===== config.mk =====
export PLATFORM = sky130hd
export DESIGN_NAME = v210_to_yuyv_unpacker_core_flat
export DESIGN_NICKNAME = d
export VERILOG_FILES = /design/src/rtl/core/v2y_pkg.sv /design/src/rtl/core/v2y_if.sv /design/src/rtl/core/v2y_track.sv /design/src/rtl/core/v2y_pick.sv /design/src/rtl/core/v210_to_yuyv_unpacker_core.sv /design/src/flat_wrapper.sv
export SDC_FILE = /design/constraint.sdc
export NUM_CORES = 1
export LEC_CHECK = 0
export BUFFER_PORTS_ARGS = -buffer_cell sky130_fd_sc_hd__buf_2
export CAP_MARGIN = 20
export CORE_AREA = 2 2 138 140
export CTS_CLUSTER_SIZE = 10
export DETAILED_ROUTE_END_ITERATION = 6
export DIE_AREA = 0 0 140 142
export PLACE_DENSITY = 0.78
export SKIP_LAST_GASP = 1
export SYNTH_ARGS = -nofsm -noshare
export SYNTH_HDL_FRONTEND = slang
export SYNTH_SLANG_ARGS = --single-unit

===== constraint.sdc =====
create_clock -name clk -period 10.91 [get_ports clk]
set_input_delay 1.091 -clock clk [delete_from_list [all_inputs] [get_ports clk]]
set_output_delay 1.091 -clock clk [all_outputs]
set_load 0.02 [all_outputs]

===== src/rtl/core/v2y_pkg.sv =====
`default_nettype none

package v2y_pkg;

  localparam int MAX_LINE_PIXELS = 4096;
  localparam int WORD_W          = 32;
  localparam int HELD_W          = 30;
  localparam int CFG_W           = 13;
  localparam int IDX_W           = 2;
  localparam int WIL_W           = 12;
  localparam int SAMPLE_W        = 8;

  localparam int BLOCK_ROUND = 47;
  localparam int BLOCK_WORDS = 32;
  // floor(n / 3) == (n * 683) >> 11 for every n below 2048
  localparam int DIV3_MUL    = 683;
  localparam int DIV3_SHIFT  = 11;

  localparam int SHIFT_LOW  = 2;
  localparam int SHIFT_MID  = 12;
  localparam int SHIFT_HIGH = 22;

  localparam logic [CFG_W-1:0] WIDTH_RESET  = CFG_W'(1920);
  localparam logic [CFG_W-1:0] HEIGHT_RESET = CFG_W'(1080);
  localparam logic [CFG_W-1:0] WIDTH_MAX    = CFG_W'(MAX_LINE_PIXELS);

  localparam logic [IDX_W-1:0] REG_ACTIVE_WIDTH  = IDX_W'(0);
  localparam logic [IDX_W-1:0] REG_ACTIVE_HEIGHT = IDX_W'(1);

  typedef enum logic [1:0] {
    POS_FIRST  = 2'd0,
    POS_SECOND = 2'd1,
    POS_THIRD  = 2'd2,
    POS_FOURTH = 2'd3
  } word_pos_t;

  typedef struct packed {
    logic              we;
    logic [IDX_W-1:0]  index;
    logic [CFG_W-1:0]  data;
  } cfg_wr_t;

  // one accepted word after position tracking
  typedef struct packed {
    logic [HELD_W-1:0] cur;
    logic [HELD_W-1:0] prev;
    word_pos_t         pos;
    logic              emit;
    logic              line_end;
    logic              frame_end;
  } slot_t;

  // words per line: ceil(w / 48) blocks of 32 words, never less than one block
  function automatic logic [CFG_W-1:0] words_per_line(input logic [CFG_W-1:0] w);
    logic [CFG_W-1:0] x;
    logic [8:0]       n;
    logic [18:0]      prod;
    logic [7:0]       q;
    x    = w + CFG_W'(BLOCK_ROUND);
    n    = x[CFG_W-1:4];
    prod = {10'd0, n} * 19'(DIV3_MUL);
    q    = prod[DIV3_SHIFT +: 8];
    return (q == 8'd0) ? CFG_W'(BLOCK_WORDS) : {q, 5'd0};
  endfunction

endpackage

`default_nettype wire


===== src/rtl/core/v2y_if.sv =====
`default_nettype none

interface v2y_word_if import v2y_pkg::*; ();
  logic              valid;
  logic              ready;
  logic [WORD_W-1:0] packed_word;

  modport source (output valid, output packed_word, input ready);
  modport sink   (input valid, input packed_word, output ready);
endinterface

interface v2y_pair_if import v2y_pkg::*; ();
  logic                valid;
  logic                ready;
  logic [SAMPLE_W-1:0] luma_first;
  logic [SAMPLE_W-1:0] chroma_blue;
  logic [SAMPLE_W-1:0] luma_second;
  logic [SAMPLE_W-1:0] chroma_red;
  logic                line_end;
  logic                frame_end;

  modport source (output valid, output luma_first, output chroma_blue,
                  output luma_second, output chroma_red, output line_end,
                  output frame_end, input ready);
  modport sink   (input valid, input luma_first, input chroma_blue,
                  input luma_second, input chroma_red, input line_end,
                  input frame_end, output ready);
endinterface

`default_nettype wire


===== src/rtl/core/v2y_track.sv =====
`default_nettype none

module v2y_track import v2y_pkg::*; (
  input  wire logic              clk,
  input  wire logic              rst,
  input  wire cfg_wr_t           cfg,
  input  wire logic              in_valid,
  output logic                   in_ready,
  input  wire logic [WORD_W-1:0] in_word,
  output logic                   slot_valid,
  input  wire logic              slot_ready,
  output slot_t                  slot
);

  logic [CFG_W-1:0]  active_width;
  logic [CFG_W-1:0]  active_height;
  logic [HELD_W-1:0] held_word;
  logic [WIL_W-1:0]  word_in_line;
  logic [CFG_W-1:0]  pixels_done;
  logic [CFG_W-1:0]  line_count;

  logic [CFG_W-1:0]  eff_w;
  logic [CFG_W-1:0]  even_w;
  logic [CFG_W-1:0]  wpl;
  logic [CFG_W-1:0]  height;
  logic [CFG_W-1:0]  pixels_inc;
  logic [CFG_W-1:0]  wil_inc;
  logic [CFG_W:0]    line_inc;
  logic              emit;
  logic              last_line;
  logic              wrap;
  logic              take;

  assign in_ready = !rst && (!slot_valid || slot_ready);
  assign take     = in_valid && in_ready;

  always_comb begin
    eff_w      = (active_width > WIDTH_MAX) ? WIDTH_MAX : active_width;
    even_w     = {eff_w[CFG_W-1:1], 1'b0};
    wpl        = words_per_line(eff_w);
    height     = (active_height == '0) ? CFG_W'(1) : active_height;
    emit       = (word_in_line[1:0] != POS_FIRST) && (pixels_done < even_w);
    pixels_inc = pixels_done + CFG_W'(2);
    last_line  = (pixels_inc == even_w);
    wil_inc    = {1'b0, word_in_line} + CFG_W'(1);
    wrap       = (wil_inc >= wpl);
    line_inc   = {1'b0, line_count} + (CFG_W+1)'(1);
  end

  always_ff @(posedge clk) begin
    if (rst) begin
      active_width  <= WIDTH_RESET;
      active_height <= HEIGHT_RESET;
      held_word     <= '0;
      word_in_line  <= '0;
      pixels_done   <= '0;
      line_count    <= '0;
      slot_valid    <= 1'b0;
    end else begin
      if (cfg.we) begin
        case (cfg.index)
          REG_ACTIVE_WIDTH:  active_width  <= cfg.data;
          REG_ACTIVE_HEIGHT: active_height <= cfg.data;
          default: ;
        endcase
      end
      if (take) begin
        held_word  <= in_word[HELD_W-1:0];
        slot_valid <= 1'b1;
        if (wrap) begin
          word_in_line <= '0;
          pixels_done  <= '0;
          line_count   <= (line_inc >= {1'b0, height}) ? '0 : line_inc[CFG_W-1:0];
        end else begin
          word_in_line <= wil_inc[WIL_W-1:0];
          if (emit) begin
            pixels_done <= pixels_inc;
          end
        end
      end else if (slot_ready) begin
        slot_valid <= 1'b0;
      end
    end
  end

  always_ff @(posedge clk) begin
    if (take) begin
      slot.cur       <= in_word[HELD_W-1:0];
      slot.prev      <= held_word;
      slot.pos       <= word_pos_t'(word_in_line[1:0]);
      slot.emit      <= emit;
      slot.line_end  <= last_line;
      slot.frame_end <= last_line && (line_count == height - CFG_W'(1));
    end
  end

endmodule

`default_nettype wire


===== src/rtl/core/v2y_pick.sv =====
`default_nettype none

module v2y_pick import v2y_pkg::*; (
  input  wire logic   clk,
  input  wire logic   rst,
  input  wire logic   slot_valid,
  output logic        slot_ready,
  input  wire slot_t  slot,
  v2y_pair_if.source  pairs
);

  logic [SAMPLE_W-1:0] y0_next;
  logic [SAMPLE_W-1:0] cb_next;
  logic [SAMPLE_W-1:0] y1_next;
  logic [SAMPLE_W-1:0] cr_next;
  logic                load;

  assign slot_ready = !pairs.valid || pairs.ready;
  assign load       = slot_valid && slot_ready;

  always_comb begin
    case (slot.pos)
      POS_SECOND: begin
        y0_next = slot.prev[SHIFT_MID  +: SAMPLE_W];
        cb_next = slot.prev[SHIFT_LOW  +: SAMPLE_W];
        y1_next = slot.cur [SHIFT_LOW  +: SAMPLE_W];
        cr_next = slot.prev[SHIFT_HIGH +: SAMPLE_W];
      end
      POS_THIRD: begin
        y0_next = slot.prev[SHIFT_HIGH +: SAMPLE_W];
        cb_next = slot.prev[SHIFT_MID  +: SAMPLE_W];
        y1_next = slot.cur [SHIFT_MID  +: SAMPLE_W];
        cr_next = slot.cur [SHIFT_LOW  +: SAMPLE_W];
      end
      default: begin
        // fourth word; the first word of a group never emits
        y0_next = slot.cur [SHIFT_LOW  +: SAMPLE_W];
        cb_next = slot.prev[SHIFT_HIGH +: SAMPLE_W];
        y1_next = slot.cur [SHIFT_HIGH +: SAMPLE_W];
        cr_next = slot.cur [SHIFT_MID  +: SAMPLE_W];
      end
    endcase
  end

  always_ff @(posedge clk) begin
    if (rst) begin
      pairs.valid <= 1'b0;
    end else if (load) begin
      pairs.valid <= slot.emit;
    end else if (pairs.ready) begin
      pairs.valid <= 1'b0;
    end
  end

  always_ff @(posedge clk) begin
    if (load && slot.emit) begin
      pairs.luma_first  <= y0_next;
      pairs.chroma_blue <= cb_next;
      pairs.luma_second <= y1_next;
      pairs.chroma_red  <= cr_next;
      pairs.line_end    <= slot.line_end;
      pairs.frame_end   <= slot.frame_end;
    end
  end

endmodule

`default_nettype wire


===== src/rtl/core/v210_to_yuyv_unpacker_core.sv =====
// channel   dir  payload                                         transfer when
// words     in   packed_word[31:0]                               valid && ready
// pairs     out  luma_first, chroma_blue, luma_second,           valid && ready
//                chroma_red (8 b each), line_end, frame_end
// cfg       in   cfg_index[1:0], cfg_data[12:0]                  cfg_we
//
// One word per clock sustained while the output is not stalled; each pair
// passes the track slot register, then the pick output register.
// The word-position tracker is a single register stage ahead of the picker.
// rst is synchronous: counters clear, width 1920 and height 1080 load.
// A stalled output holds its pair; both stages fill before words stop.
`default_nettype none

module v210_to_yuyv_unpacker_core import v2y_pkg::*; (
  input  wire logic             clk,
  input  wire logic             rst,
  v2y_word_if.sink              words,
  v2y_pair_if.source            pairs,
  input  wire logic             cfg_we,
  input  wire logic [IDX_W-1:0] cfg_index,
  input  wire logic [CFG_W-1:0] cfg_data
);

  cfg_wr_t cfg;
  slot_t   slot;
  logic    slot_valid;
  logic    slot_ready;

  assign cfg.we    = cfg_we;
  assign cfg.index = cfg_index;
  assign cfg.data  = cfg_data;

  v2y_track u_track (
    .clk        (clk),
    .rst        (rst),
    .cfg        (cfg),
    .in_valid   (words.valid),
    .in_ready   (words.ready),
    .in_word    (words.packed_word),
    .slot_valid (slot_valid),
    .slot_ready (slot_ready),
    .slot       (slot)
  );

  v2y_pick u_pick (
    .clk        (clk),
    .rst        (rst),
    .slot_valid (slot_valid),
    .slot_ready (slot_ready),
    .slot       (slot),
    .pairs      (pairs)
  );

endmodule

`default_nettype wire


===== src/flat_wrapper.sv =====
// flat-port wrapper written by rule: the top's interface ports become plain ports
module v210_to_yuyv_unpacker_core_flat import v2y_pkg::*;
  (clk, rst, cfg_we, cfg_index, cfg_data, words_valid, words_packed_word, words_ready, pairs_valid, pairs_luma_first, pairs_chroma_blue, pairs_luma_second, pairs_chroma_red, pairs_line_end, pairs_frame_end, pairs_ready);
  v2y_word_if words_i ();
  v2y_pair_if pairs_i ();
  input  wire logic clk;
  input  wire logic rst;
  input  wire logic cfg_we;
  input  wire logic [IDX_W-1:0] cfg_index;
  input  wire logic [CFG_W-1:0] cfg_data;
  input wire logic [$bits(words_i.valid)-1:0] words_valid;
  input wire logic [$bits(words_i.packed_word)-1:0] words_packed_word;
  output wire logic [$bits(words_i.ready)-1:0] words_ready;
  output wire logic [$bits(pairs_i.valid)-1:0] pairs_valid;
  output wire logic [$bits(pairs_i.luma_first)-1:0] pairs_luma_first;
  output wire logic [$bits(pairs_i.chroma_blue)-1:0] pairs_chroma_blue;
  output wire logic [$bits(pairs_i.luma_second)-1:0] pairs_luma_second;
  output wire logic [$bits(pairs_i.chroma_red)-1:0] pairs_chroma_red;
  output wire logic [$bits(pairs_i.line_end)-1:0] pairs_line_end;
  output wire logic [$bits(pairs_i.frame_end)-1:0] pairs_frame_end;
  input wire logic [$bits(pairs_i.ready)-1:0] pairs_ready;
  assign words_i.valid = words_valid;
  assign words_i.packed_word = words_packed_word;
  assign words_ready = words_i.ready;
  assign pairs_valid = pairs_i.valid;
  assign pairs_luma_first = pairs_i.luma_first;
  assign pairs_chroma_blue = pairs_i.chroma_blue;
  assign pairs_luma_second = pairs_i.luma_second;
  assign pairs_chroma_red = pairs_i.chroma_red;
  assign pairs_line_end = pairs_i.line_end;
  assign pairs_frame_end = pairs_i.frame_end;
  assign pairs_i.ready = pairs_ready;
  v210_to_yuyv_unpacker_core u_core (.clk(clk), .rst(rst), .words(words_i), .pairs(pairs_i), .cfg_we(cfg_we), .cfg_index(cfg_index), .cfg_data(cfg_data));
endmodule

==> Word-level counts from Yosys, hierarchy flattened <==
Index checks and enable logic that the tools add are counted.
{ "classes": {"shift": 0, "n_mux": 15, "div_mod_pow": 0, "bitwise": 0, "n_eq_ne": 5, "multipliers": 1, "reduce_logical": 22, "addsub": 5, "order_cmp": 4} }
{ "ops": {"columns": ["operator", "count"], "rows": [
  ["$mux 13", 6],
  ["$pmux 8 s2", 4],
  ["$eq 13x13->1", 2],
  ["$mul 9x10->19 const B", 1],
  ["$add 13x1->14 const B", 1],
  ["$ge 14x13->1", 1],
  ["$add 12x1->13 const B", 1],
  ["$add 13x2->13 const B", 1],
  ["$add 13x6->13 const B", 1],
  ["$ge 13x13->1", 1],
  ["$gt 13x13->1 const B", 1],
  ["$logic_not 13->1", 1],
  ["$lt 13x13->1", 1],
  ["$sub 13x1->13 const B", 1],
  ["$mux 12", 1],
  ["$logic_not 8->1", 1],
  ["$reduce_and 2->1", 4],
  ["$reduce_bool 2->1", 4],
  ["$logic_and 1x1->1", 6],
  ["$eq 2x1->1 const B", 2],
  ["$mux 1", 4],
  ["$logic_not 1->1", 3],
  ["$eq 2x2->1 const B", 1],
  ["$logic_not 2->1", 1],
  ["$logic_or 1x1->1", 2]
]} }
{ "totals": {"wordCells": 72, "regBits": 195, "mem_bits_rw": 0, "output_inout_bits": 36, "n_memories": 0, "romBits": 0, "latch_bits": 0} }

==> Logic depth before layout (Yosys ltp) <==
{ "depth": {"ltp_word": 9, "depth_mapped": 33} }

==> Cells and area by module <==
A second synthesis with hierarchy kept.
{ "unflattened": {"hier_cells": 1077, "hier_area_um2": 10636.5} }
{ "modules_own_cells": {"columns": ["mod", "cells_each", "area_per_inst_um2", "instances"], "rows": [
  ["v2y_track", 925, 8933.6, 1],
  ["v2y_pick", 152, 1702.9, 1]
]} }

==> Least setup slack after synthesis <==
Ideal clock, no wire load.
{ "synth_path": {"path_type": "register to register", "from": "register u_core.u_track.active_width[0]", "to": "register u_core.u_track.pixels_done[10]", "n_path_buf": 1, "required_ps": 10850, "setup_time_ps": 60, "stages_incl_launch_ff": 31, "arrival_time_ps": 7244, "synth_period_minus_slack_ps": 7304, "slack_ps": 3606, "path_cell_list": "dfxtp_1 or4_4 a21oi_1 nor3_1 and3_1 a21oi_1 inv_1 ha_1 inv_1 fa_1 inv_1 fa_1 fa_1 ha_1 or3_1 or2_2 a41oi_1 o31ai_2 a21oi_2 nor2_1 a21o_1 a41o_1 ha_1 and4_1 a311o_1 a21oi_1 o21ai_1 a211oi_1 clkbuf_1 and3_1 a221o_1"} }
{ "synth_between": {"elab_chain_len": 9, "elab_cells_between_ends": 12} }
{ "synth_lines": {"columns": ["item", "line_no", "rtl"], "rows": [
  ["from (decl)", "v2y_track.sv:15", "logic [CFG_W-1:0] active_width;"],
  ["from (signal assigned)", "v2y_track.sv:62", "REG_ACTIVE_WIDTH: active_width <= cfg.data;"],
  ["$gt 13x13->1", "v2y_track.sv:38", "eff_w = (active_width > WIDTH_MAX) ? WIDTH_MAX : active_width;"],
  ["$mux 13 (*)", "v2y_track.sv:38", null],
  ["$add 13x6->13", "v2y_pkg.sv:59", "x = w + CFG_W'(BLOCK_ROUND);"],
  ["$mul 9x10->19", "v2y_pkg.sv:61", "prod = {10'd0, n} * 19'(DIV3_MUL);"],
  ["$logic_not 8->1", "v2y_pkg.sv:63", "return (q == 8'd0) ? CFG_W'(BLOCK_WORDS) : {q, 5'd0};"],
  ["$mux 13", "v2y_pkg.sv:63", null],
  ["$ge 13x13->1", "v2y_track.sv:46", "wrap = (wil_inc >= wpl);"],
  ["$reduce_bool 2->1 (no source line)", null, null],
  ["$reduce_and 2->1 (no source line)", null, null],
  ["to (signal assigned)", "v2y_track.sv:77", "pixels_done <= pixels_inc;"],
  ["to (decl)", "v2y_track.sv:19", "logic [CFG_W-1:0] pixels_done;"]
]} }
Every way passes the cells marked *; elsewhere a longest branch is shown, timed or not.
A chain may end at the register's enable or synchronous reset.

==> Worst setup path after layout <==
{ "layout_path": {"from": "register u_core.u_track.active_width[12]", "to": "register u_core.u_track.pixels_done[7]"} }
Same word-level chain as after synthesis.

==> reports/metrics.yaml <==
critical_path:
  path_class: "register to register"
  crit_path_end_kind: "register"
  slowest_delay_ns: 0.78
  critPathRequiredTime_ns: 11.27
  crit_path_start_kind: "register"
  slowest_stage: "a21oi_1"
  worstPathMaxFanout: 17
  cp_data_arrival_time_ns: 8.84
cts:
  cts_buffers: 17
  cts_max_level: 4
  post_cts_resized: 0
  cts_tree: "built"
  cts_setup_buffers: 0
  clkLatencyLatePin_ns: 0.43
  clk_pin_slew_ns: 0.07
  clockBufferDepth: 2
  postCtsHoldBufs: 0
  root_buffer: "clkbuf_16"
  cts.sinks: 176
synth:
  yosysSeqAreaShare_pct: 43.9
  syn_area_sq_um: 10000
  ys_types: 68
  synth_area_leader_cell: "edfxtp_1"
  syn_avg_cell_area_sq_um: 9.53
  async_flop_share_pct: 0
  syn_inst: 1050
  synth_top_area_share_pct: 26.1
  synth.ff_latch_count: 176
  synth_ff_type: "dfxtp_1"
  ys.warnings.count: 0
  synthTopCellsByArea: "edfxtp_1 (26%), dfxtp_1 (18%), ha_1 (10%), nand2_1 (6.9%), fa_1 (4.0%)"
  ys_top_cells_by_count: "nand2_1 (185), dfxtp_1 (89), edfxtp_1 (87), ha_1 (80), inv_1 (63)"
  synth-edff-count: 87
  synth_most_common_cell: "nand2_1"
sta:
  maxClockFrequency_mhz: 118
  finClkSkew_ns: 0.0129
  setup_viol: 0
  min_period_ns: 8.48
  max_slew_margin_pct: 28.0
  rsz0062_at_grt: "false"
  finalCritPeriodShare_pct: 77.7
  final_max_slew_viol_count: 0
  finalSetupTns_ns: 0
  final_hold_viol_count: 0
  tightest_slew_ns: 1.08
die:
  dieArea_sq_um: 19900
  die_w_microns: 140
  die_h_microns: 142
  start_util_pct: 54.2
  rows: 50
  pin_count: 88
  core-area_sq_um: 18500
pwr:
  netSwitchingFraction_pct: 31.4
  pwr-share-clk_pct: 31.2
  leakagePower_nw: 4.79
  comb_power_share_pct: 30.4
  power_density_nw_per_um2: 172
  netSwitchingPower_w: 0.000606
  power_frac_seq_pct: 38.4
  intPower_w: 0.00132
  ir_drop_uv: 122
global_route:
  grt_pass1_wl_microns: 33100
  track_usage_pct: 20.5
  grt_max_degree: 86
  antenna_found_initial: 0
  overflow: 0
  grt_pass1_vias: 7153
outcome:
  outcome: "complete, but fails checks"
  violations: "design-rule violations"
routing:
  vias: 7594
  drt-initial-drc-count: 542
  ant_nets: 0
  wl_microns: 19500
  top_layer: "met4"
  drt-pass1-iter-count: 7
  met3WireLength_microns: 943
  met1_length_microns: 9110
  drc: 15
  wl_met2_microns: 9120
  routedWlPerCell_microns: 14.3
  vias_per_cell: 5.57
layout:
  final_cells: 1363
  drive_above_1_share_pct: 11.9
  fin_nets: 1268
  n_antenna_cell: 0
  area_growth_pct: 12.1
placement:
  io_buffers: 79
  gp_congestion: 0.865
  placed_cells: 1330
  place_hpwl_microns: 14500
flow_run:
  drv_cap: 0
min_path:
  hp-class: "register to register"
registers in the layout (all words and copies together), names as in the netlist, 8 cells and up:
name	count
u_core.u_pick.pairs.chroma_red	8
u_core.u_track.word_in_line	12
u_core.u_pick.pairs.luma_second	8
u_core.u_track.pixels_done	12
u_core.u_track.held_word	24
u_core.u_pick.pairs.chroma_blue	8
u_core.u_track.active_width	13
u_core.u_track.active_height	13
u_core.u_track.slot	53
u_core.u_pick.pairs.luma_first	8
u_core.u_track.line_count	13
worst max-delay path: cells and delay by family, from the launching register on:
family          cells  cell delay, ns
buf+inv             5            0.79
compound gates     11            3.04
simple gates        8            1.66
fa+ha+maj           6            2.29
flops               1            0.61
worst paths after layout:
kind,startpoint,end,slack (ns),cells after the start
worst max-delay path,u_core.u_track.active_width[12],u_core.u_track.pixels_done[7],2.43,30
worst min register to register,u_core.u_track.slot[0],u_core.u_pick.pairs.frame_end,0.42,0
worst max register to register,u_core.u_track.active_width[12],u_core.u_track.pixels_done[7],2.43,30
worst min-delay path,u_core.u_track.slot[0],u_core.u_pick.pairs.frame_end,0.42,0
metal layers:
layer / GRT usage (%) / vias up
li1: - / 3857
met4: 6.70 / 0
met2: 33.8 / 194
met1: 27.7 / 3522
met3: 3.87 / 21
met5: 0 / -
power groups by stage:
stage / registers, W / logic, W / clock network [W]
global placement: 0.000754 / 0.000569 / 0
detailed placement: 0.000755 / 0.000586 / 0
floorplan: 0.000758 / 0.000449 / 0
CTS: 0.000741 / 0.000590 / 0.000613
global route: 0.000744 / 0.000672 / 0.000643
finish: 0.000741 / 0.000587 / 0.000602
cell families after synthesis:
| kind of cell | count (synthesis) | share of synthesized area, % |
|---|---|---|
| xor gates and xnor gates | 59 | 5.30 |
| DFF | 176 | 43.9 |
| and+or+nand+nor | 383 | 18.1 |
| buffers and inverters | 108 | 4.05 |
| other | 2 | 0.0750 |
| muxes | 2 | 0.263 |
| AOI/OAI and AO/OA | 220 | 14.3 |
| adders and majority gates | 100 | 14.0 |
stage by stage:
stage,cell area (sq um),power (W),util [%],setup WS [ns],hold slack [ns]
3_3_place_gp,10600,0.00132,57.5,2.56,0.404
2_1_floorplan,10000,0.00121,-,3.61,0.400
6_report,11200,0.00193,60.8,2.43,0.425
5_1_grt,11200,0.00206,60.8,1.80,0.440
3_5_place_dp,10600,0.00134,57.5,2.50,0.413
4_1_cts,11200,0.00194,60.6,2.46,0.425
final cells by class:
class	count	area [sq um]
Fill cell	1514	7240
Tap cell	234	293
Sequential cell	176	4390
Multi-Input combinational cell	767	5210
Clock buffer	20	447
Timing Repair Buffer	88	483
Inverter	66	248
Clock inverter	12	136
placed cells by master (no fill, tap or decap), types with 36 or more instances in the layout:
master and n:
o21ai_0 60, nand3_1 52, nor2_1 43, a21oi_1 50
xnor2_1 36, inv_1 63, ha_1 80, buf_2 79
edfxtp_1 87, dfxtp_1 89, nand2_1 185
(Power assumes the default switching activity.)
